[config.mk]
export PLATFORM = sky130hd
export DESIGN_NAME = fixed_frame_coordinate_parser
export DESIGN_NICKNAME = d
export VERILOG_FILES = /design/src/ffcp_pkg.sv /design/src/ffcp_front.sv /design/src/ffcp_queue.sv /design/src/ffcp_back.sv /design/src/fixed_frame_coordinate_parser.sv
export VERILOG_INCLUDE_DIRS = /design/src /design/src/src
export SDC_FILE = /design/constraint.sdc
export NUM_CORES = 1
export LEC_CHECK = 0
export BUFFER_PORTS_ARGS = -buffer_cell sky130_fd_sc_hd__buf_2
export CAP_MARGIN = 25
export CELL_PAD_IN_SITES_DETAIL_PLACEMENT = 1
export CELL_PAD_IN_SITES_GLOBAL_PLACEMENT = 1
export CORE_ASPECT_RATIO = 1.25
export CORE_MARGIN = 2
export CORE_UTILIZATION = 56
export CTS_CLUSTER_DIAMETER = 30
export DETAILED_ROUTE_END_ITERATION = 7
export PLACE_DENSITY_LB_ADDON = 0.1
export SLEW_MARGIN = 20
export SYNTH_ARGS = -nofsm -noshare
export SYNTH_HDL_FRONTEND = slang
export SYNTH_SLANG_ARGS = --single-unit
[constraint.sdc]
create_clock -name clk -period 9.6 [get_ports clk]
set_input_delay 1.92 -clock clk [delete_from_list [all_inputs] [get_ports clk]]
set_output_delay 1.92 -clock clk [all_outputs]
set_load 0.02 [all_outputs]
[src/assert_macros.svh]
// Assertion macros shared by the frame parser RTL.
// Included by the modules that carry concurrent checks; needs no other file.
`ifndef ASSERT_MACROS_SVH
`define ASSERT_MACROS_SVH

// Consequent must hold in the same cycle as the antecedent.
`define ASSERT_IMPLIES(label, clk, rst_n, ante, cons) \
    label: assert property (@(posedge clk) disable iff (!rst_n) (ante) |-> (cons)) \
        else $error("assertion failed: same-cycle implication");

// Consequent must hold in the cycle after the antecedent.
`define ASSERT_NEXT(label, clk, rst_n, ante, cons) \
    label: assert property (@(posedge clk) disable iff (!rst_n) (ante) |=> (cons)) \
        else $error("assertion failed: next-cycle implication");

`endif

[src/ffcp_pkg.sv]
// Types and constants of the fixed frame coordinate parser.
// Used by every module of the block; depends on nothing.
package ffcp_pkg;

    localparam int BYTE_W    = 8;
    localparam int POS_W     = 4;
    localparam int COORD_W   = 16;
    localparam int MAG_W     = 15;

    localparam logic [POS_W-1:0]  BODY_LEN    = 4'd10;
    localparam logic [BYTE_W-1:0] HDR_FIRST   = 8'hAA;
    localparam logic [BYTE_W-1:0] HDR_SECOND  = 8'hBB;
    localparam logic [BYTE_W-1:0] TRAILER     = 8'hFF;
    localparam logic [BYTE_W-1:0] QUAD_TWO    = 8'd2;
    localparam logic [BYTE_W-1:0] QUAD_THREE  = 8'd3;
    localparam logic [BYTE_W-1:0] QUAD_FOUR   = 8'd4;
    localparam logic [MAG_W-1:0]  COORD_SCALE = 15'd100;

    // One accepted frame, raw bytes 2 to 9.
    typedef struct packed {
        logic [BYTE_W-1:0] plate_colour;
        logic [BYTE_W-1:0] bottle_colour;
        logic [BYTE_W-1:0] status_code;
        logic [BYTE_W-1:0] quadrant;
        logic [BYTE_W-1:0] x_whole;
        logic [BYTE_W-1:0] x_frac;
        logic [BYTE_W-1:0] y_whole;
        logic [BYTE_W-1:0] y_frac;
    } frame_rec_t;

    typedef struct packed {
        logic not_empty;
        logic full;
    } q_status_t;

endpackage

[src/ffcp_front.sv]
// Front part: accepts bytes, stores the frame body and checks trailer and header.
// Depends on ffcp_pkg and assert_macros.svh; pushes good frames into ffcp_queue.
`include "assert_macros.svh"

module ffcp_front (
    input  logic                        clk,
    input  logic                        rst_n,
    input  logic [ffcp_pkg::BYTE_W-1:0] rx_byte,
    input  logic                        in_valid,
    output logic                        in_ready,
    input  ffcp_pkg::q_status_t         q_status,
    output logic                        push,
    output ffcp_pkg::frame_rec_t        push_rec
);
    import ffcp_pkg::*;

    logic [POS_W-1:0]  pos_reg;
    logic [POS_W-1:0]  pos_next;
    logic [BYTE_W-1:0] store_reg [0:9];
    logic              accept;
    logic              at_trailer;

    assign at_trailer = (pos_reg == BODY_LEN);
    // Only the trailer byte needs queue space; body bytes are always taken.
    assign in_ready   = !at_trailer || !q_status.full;
    assign accept     = in_valid && in_ready;

    assign push = accept && at_trailer && (rx_byte == TRAILER)
                  && (store_reg[0] == HDR_FIRST) && (store_reg[1] == HDR_SECOND);

    assign push_rec.plate_colour  = store_reg[2];
    assign push_rec.bottle_colour = store_reg[3];
    assign push_rec.status_code   = store_reg[4];
    assign push_rec.quadrant      = store_reg[5];
    assign push_rec.x_whole       = store_reg[6];
    assign push_rec.x_frac        = store_reg[7];
    assign push_rec.y_whole       = store_reg[8];
    assign push_rec.y_frac        = store_reg[9];

    always_comb
    begin
        pos_next = pos_reg;
        if (accept)
        begin
            if (pos_reg < BODY_LEN)
                pos_next = pos_reg + 4'd1;
            else
                pos_next = '0;
        end
    end

    always_ff @(posedge clk or negedge rst_n)
    begin
        if (!rst_n)
            pos_reg <= '0;
        else
            pos_reg <= pos_next;
    end

    always_ff @(posedge clk)
    begin
        if (accept && (pos_reg < BODY_LEN))
            store_reg[pos_reg] <= rx_byte;
    end

    `ASSERT_IMPLIES(a_pos_range, clk, rst_n, 1'b1, pos_reg <= BODY_LEN)
    `ASSERT_IMPLIES(a_push_at_trailer, clk, rst_n, push, at_trailer && (rx_byte == TRAILER))

endmodule

[src/ffcp_queue.sv]
// Short queue of checked frames between the front and back parts.
// Depends on ffcp_pkg and assert_macros.svh.
`include "assert_macros.svh"

module ffcp_queue #(
    parameter int DEPTH = 2
) (
    input  logic                 clk,
    input  logic                 rst_n,
    input  logic                 push,
    input  ffcp_pkg::frame_rec_t push_rec,
    input  logic                 pop,
    output ffcp_pkg::frame_rec_t head_rec,
    output ffcp_pkg::q_status_t  status
);
    import ffcp_pkg::*;

    localparam int IDX_W = (DEPTH > 1) ? $clog2(DEPTH) : 1;
    localparam int CNT_W = $clog2(DEPTH + 1);
    localparam logic [IDX_W-1:0] LAST_IDX = IDX_W'(DEPTH - 1);
    localparam logic [CNT_W-1:0] FULL_CNT = CNT_W'(DEPTH);

    frame_rec_t       entry_reg [0:DEPTH-1];
    logic [IDX_W-1:0] wr_ptr_reg, wr_ptr_next;
    logic [IDX_W-1:0] rd_ptr_reg, rd_ptr_next;
    logic [CNT_W-1:0] count_reg, count_next;

    assign head_rec         = entry_reg[rd_ptr_reg];
    assign status.not_empty = (count_reg != '0);
    assign status.full      = (count_reg == FULL_CNT);

    always_comb
    begin
        wr_ptr_next = wr_ptr_reg;
        rd_ptr_next = rd_ptr_reg;
        count_next  = count_reg;
        if (push)
            wr_ptr_next = (wr_ptr_reg == LAST_IDX) ? '0 : wr_ptr_reg + IDX_W'(1);
        if (pop)
            rd_ptr_next = (rd_ptr_reg == LAST_IDX) ? '0 : rd_ptr_reg + IDX_W'(1);
        if (push && !pop)
            count_next = count_reg + CNT_W'(1);
        else if (pop && !push)
            count_next = count_reg - CNT_W'(1);
    end

    always_ff @(posedge clk or negedge rst_n)
    begin
        if (!rst_n)
        begin
            wr_ptr_reg <= '0;
            rd_ptr_reg <= '0;
            count_reg  <= '0;
        end
        else
        begin
            wr_ptr_reg <= wr_ptr_next;
            rd_ptr_reg <= rd_ptr_next;
            count_reg  <= count_next;
        end
    end

    always_ff @(posedge clk)
    begin
        if (push)
            entry_reg[wr_ptr_reg] <= push_rec;
    end

    `ASSERT_IMPLIES(a_no_overflow, clk, rst_n, push, !status.full)
    `ASSERT_IMPLIES(a_no_underflow, clk, rst_n, pop, status.not_empty)

endmodule

[src/ffcp_back.sv]
// Back part: scales and signs the coordinates and holds the result register.
// Depends on ffcp_pkg and assert_macros.svh; pops frames from ffcp_queue.
`include "assert_macros.svh"

module ffcp_back (
    input  logic                         clk,
    input  logic                         rst_n,
    input  ffcp_pkg::frame_rec_t         head_rec,
    input  ffcp_pkg::q_status_t          q_status,
    output logic                         pop,
    output logic [ffcp_pkg::BYTE_W-1:0]  plate_colour,
    output logic [ffcp_pkg::BYTE_W-1:0]  bottle_colour,
    output logic [ffcp_pkg::BYTE_W-1:0]  status_code,
    output logic [ffcp_pkg::BYTE_W-1:0]  quadrant,
    output logic signed [ffcp_pkg::COORD_W-1:0] x_position,
    output logic signed [ffcp_pkg::COORD_W-1:0] y_position,
    output logic                         out_valid,
    input  logic                         out_ready
);
    import ffcp_pkg::*;

    logic                      out_valid_reg;
    logic [BYTE_W-1:0]         plate_reg, bottle_reg, status_reg, quad_reg;
    logic signed [COORD_W-1:0] x_reg, y_reg;
    logic [MAG_W-1:0]          x_mag, y_mag;
    logic [COORD_W-1:0]        x_val, y_val;
    logic                      neg_x, neg_y;

    // The result register is free when empty or being taken this cycle.
    assign pop = q_status.not_empty && (!out_valid_reg || out_ready);

    assign neg_x = (head_rec.quadrant == QUAD_TWO) || (head_rec.quadrant == QUAD_THREE);
    assign neg_y = (head_rec.quadrant == QUAD_THREE) || (head_rec.quadrant == QUAD_FOUR);

    assign x_mag = MAG_W'(head_rec.x_whole) * COORD_SCALE + MAG_W'(head_rec.x_frac);
    assign y_mag = MAG_W'(head_rec.y_whole) * COORD_SCALE + MAG_W'(head_rec.y_frac);
    assign x_val = neg_x ? (COORD_W'(0) - {1'b0, x_mag}) : {1'b0, x_mag};
    assign y_val = neg_y ? (COORD_W'(0) - {1'b0, y_mag}) : {1'b0, y_mag};

    always_ff @(posedge clk or negedge rst_n)
    begin
        if (!rst_n)
            out_valid_reg <= 1'b0;
        else if (pop)
            out_valid_reg <= 1'b1;
        else if (out_ready)
            out_valid_reg <= 1'b0;
    end

    always_ff @(posedge clk)
    begin
        if (pop)
        begin
            plate_reg  <= head_rec.plate_colour;
            bottle_reg <= head_rec.bottle_colour;
            status_reg <= head_rec.status_code;
            quad_reg   <= head_rec.quadrant;
            x_reg      <= signed'(x_val);
            y_reg      <= signed'(y_val);
        end
    end

    assign out_valid     = out_valid_reg;
    assign plate_colour  = plate_reg;
    assign bottle_colour = bottle_reg;
    assign status_code   = status_reg;
    assign quadrant      = quad_reg;
    assign x_position    = x_reg;
    assign y_position    = y_reg;

    `ASSERT_NEXT(a_pop_fills_output, clk, rst_n, pop, out_valid_reg)

endmodule

[src/fixed_frame_coordinate_parser.sv]
// Top level of the fixed frame coordinate parser.
// Depends on ffcp_pkg, ffcp_front, ffcp_queue and ffcp_back.
//
// Usage:
//   Input channel: one received byte per transaction (rx_byte, in_valid,
//   in_ready). Bytes form 11-byte frames: ten body bytes, then a trailer.
//   A frame with trailer 0xFF and header 0xAA 0xBB produces one result
//   transaction on the output channel (four flag bytes, x_position and
//   y_position in hundredths of a cm, signed by quadrant). Other frames
//   are dropped silently and the next byte starts a new frame.
//   Throughput: one byte per cycle. Body bytes are always accepted; the
//   trailer byte is accepted whenever the frame queue has a free slot.
//   Result path: a good frame is written into the queue when its trailer
//   is accepted, and the coordinate multiply-add stands between the queue
//   head and the output register, which raises out_valid when it is free.
//   When the receiver stalls, results wait in the output register and the
//   frame queue (QUEUE_DEPTH entries); only when both are full is the
//   trailer byte held off with in_ready low.
//   Reset clears the byte position, the queue and the output valid.
module fixed_frame_coordinate_parser #(
    parameter int QUEUE_DEPTH = 2
) (
    input  logic                         clk,
    input  logic                         rst_n,
    input  logic [ffcp_pkg::BYTE_W-1:0]  rx_byte,
    input  logic                         in_valid,
    output logic                         in_ready,
    output logic [ffcp_pkg::BYTE_W-1:0]  plate_colour,
    output logic [ffcp_pkg::BYTE_W-1:0]  bottle_colour,
    output logic [ffcp_pkg::BYTE_W-1:0]  status_code,
    output logic [ffcp_pkg::BYTE_W-1:0]  quadrant,
    output logic signed [ffcp_pkg::COORD_W-1:0] x_position,
    output logic signed [ffcp_pkg::COORD_W-1:0] y_position,
    output logic                         out_valid,
    input  logic                         out_ready
);
    import ffcp_pkg::*;

    q_status_t  q_status;
    frame_rec_t push_rec;
    frame_rec_t head_rec;
    logic       push;
    logic       pop;

    ffcp_front u_front (
        .clk      (clk),
        .rst_n    (rst_n),
        .rx_byte  (rx_byte),
        .in_valid (in_valid),
        .in_ready (in_ready),
        .q_status (q_status),
        .push     (push),
        .push_rec (push_rec)
    );

    ffcp_queue #(
        .DEPTH (QUEUE_DEPTH)
    ) u_queue (
        .clk      (clk),
        .rst_n    (rst_n),
        .push     (push),
        .push_rec (push_rec),
        .pop      (pop),
        .head_rec (head_rec),
        .status   (q_status)
    );

    ffcp_back u_back (
        .clk           (clk),
        .rst_n         (rst_n),
        .head_rec      (head_rec),
        .q_status      (q_status),
        .pop           (pop),
        .plate_colour  (plate_colour),
        .bottle_colour (bottle_colour),
        .status_code   (status_code),
        .quadrant      (quadrant),
        .x_position    (x_position),
        .y_position    (y_position),
        .out_valid     (out_valid),
        .out_ready     (out_ready)
    );

endmodule
==> metrics.txt <==
clock-pin slew on the worst setup and hold paths=0.06 ns; Worst Setup Path Type=reg2reg; worst slack at placement=4.662 ns; WP data arrival=5.11 ns; status=complete, no violations; Ports=78; number of routed nets with antenna violations=0; Post-synth EDFFs=272; Yosys cell types=64; IO Port Bufs=77; later-pin clock latency in the skew report=0.51 ns; Die Footprint=23540 sq um; cell with the most instances after synthesis=edfxtp_1; setup slack after layout=4.726 ns; drt pass-1 iters=4; Post CTS Setup Buffer Count=0; Synth Net Count=878; Die Wd=137.6 microns; Worst slew margin=43.84%; fin util=65.14%; cts hold-fix bufs=0; wirelength, routed=25.55 mm; ys async rst share=3.203%; count of final setup violators=0; Yosys reg bits=281; maxcap violations=0; worst-case clock buffer depth=3; Hold Fails Final Rpt=0; setup TNS=0 ns; register area share after synthesis=67.14%; Area Overhead vs Synth=14.93%; Slew @ Worst Pin=0.8424 ns; synthesis warning total=0; Die Ht=171.0 microns; top cell type's share of synthesized area=65.34%; largest net degree at the start of global routing=59; CTS sink cnt=281; layout cells sized above 1=25.46%; Via Count=6765; vias per cell=5.647; Post-Synthesis Cells=783; Peak VDD IR=0.0002230 V; CTS tree=yes; 1st-iter DRT viols=257; Rows=61; RePlAce Congestion=0.8115; first-pass GRT wire length=40.44 mm; max-slew violations=0; Reg2Reg Setup Slack=4.73 ns; commonest cells in the netlist=272 x edfxtp_1, 75 x ha_1, 53 x mux2_2, 44 x nor2_1, 42 x xnor2_1; post-CTS sizing=0; initial antenna violation count=0; htree depth=2; diode count=0; TritonCTS buffer count=37; max FFs per register=128; pwr dens=194.3 nW/um^2; Worst setup SP type=register; vias in the first global route=7586; Post-synth top flop=edfxtp_1; total of fill cells in the finished design=2001; met2 WL=13.55 mm; Synth Cell Area=12500 sq um; total grt overflow=0; core area=22060 sq um; uppermost layer routed=met4; initial core utilization=56.67%; worst hold path type=reg2reg; WL per Instance=21.32 microns; syn avg cell area=15.97 sq um; clock root buffer=clkbuf_16; HPWL Detailed=16.95 mm; Final nets=983; Residual DRC=0; Metal-1 WL=10.00 mm; worst-path fanout max=27; crit share post-route=50.77%; post-synth top area cell=edfxtp_1; crit end category=register; Final min period=4.874 ns; Req. time, crit path=9.84 ns; met3 layer wire length in the routed design=1.258 mm; Reg area=8394 sq um; clk_skew=0.02171 ns; P_leak=5.218 nW; Peak Freq=205.2 MHz; multi-input combinational cell area=3886 sq um; dominant cells by area after synthesis=edfxtp_1 65%, ha_1 7.5%, mux2_2 4.8%, xnor2_1 2.9%, dfrtp_1 1.8%; RSZ-0062 raised after global routing=false; GR Util All Layers=22.76%
critical path: stages (launching register included):
cell,delay (ns)
dfrtp_2,0.75
mux2_2,0.47
ha_1,0.29
ha_1,0.31
ha_1,0.30
inv_1,0.06
fa_1,0.53
inv_1,0.04
ha_1,0.36
o21a_2,0.17
o31ai_2,0.10
or3_4,0.42
nor3_4,0.25
xor2_2,0.12
o31ai_2,0.30
xor2_1,0.11
final cells by class:
cell class / instances / area share, %
clock inverters: 23 / 1.463
inverters: 37 / 0.9666
repair buffers: 81 / 2.891
clock buffers: 43 / 6.740
flip-flops and latches: 281 / 58.43
well taps: 283 / 2.465
multi-input cells: 450 / 27.05
cell usage in the layout (no fill, tap or decap), types with 3 or more instances in the layout:
master	count
a211oi_1	7
a21o_1	6
a21oi_1	25
a21oi_2	5
a31oi_1	5
and2_1	9
and4_1	4
buf_2	77
buf_4	4
clkbuf_1	4
clkbuf_16	37
clkinv_2	7
clkinv_4	3
clkinvlp_4	4
dfrtp_1	8
edfxtp_1	272
fa_1	8
ha_1	75
inv_1	36
inv_6	5
mux2_2	53
mux2i_1	9
nand2_1	19
nand2b_1	4
nand3_1	10
nand4b_1	6
nor2_1	43
nor2b_1	3
nor3_1	6
o211ai_1	3
o21a_1	5
o21ai_0	20
o21ai_1	4
o21ai_2	3
o21bai_1	7
o31ai_2	6
xnor2_1	42
xor2_1	22
power by group:
group          total, mW  internal (mW)  switching (mW)  leakage, nW
Combinational     0.0791         0.0197          0.0594         2.08
Clock               1.30          0.787           0.510        0.574
Sequential          1.42           1.39          0.0281         2.57
kinds of logic after synthesis:
logic type	count (synthesis)	synth area share, %
AOI/OAI and AO/OA	109	6.146
xor gates and xnor gates	65	4.614
adders and majority gates	83	8.788
buffers and inverters	52	1.842
DFF	281	67.14
muxes	64	5.735
and+or+nand+nor	129	5.735
routing by layer:
metal,up-vias,global-route usage (%)
met5,-,0
met4,0,7.978
met3,61,4.770
met2,174,41.55
met1,3360,26.20
li1,3170,-
final timing paths:
kind / from / to / cells past startpoint
worst max-delay path: u_queue.rd_ptr_reg / u_back.x_position[14] / 15
worst min-delay path: u_front.store_reg[4][6] / u_queue.entry_reg[1][46] / 0
worst max register to register: u_queue.rd_ptr_reg / u_back.x_position[14] / 15
worst min register to register: u_front.store_reg[4][6] / u_queue.entry_reg[1][46] / 0
max in group asynchronous: rst_n / u_queue.rd_ptr_reg / 1
min in group asynchronous: rst_n / u_queue.count_reg[1] / 1
stage by stage:
| stage | hold slack [ns] | power [mW] | cell area (sq um) | instances |
|---|---|---|---|---|
| global placement | 0.4222 | 1.498 | 13190 | 1132 |
| floorplan | 0.4215 | 1.470 | 12500 | 783 |
| finish | 0.4496 | 2.792 | 14370 | 1198 |
| CTS | 0.4487 | 2.810 | 14370 | 1198 |
| detailed placement | 0.4332 | 1.514 | 13190 | 1132 |
| global route | 0.4559 | 2.864 | 14370 | 1198 |
No activity file was read; power rests on OpenSTA's default activity.
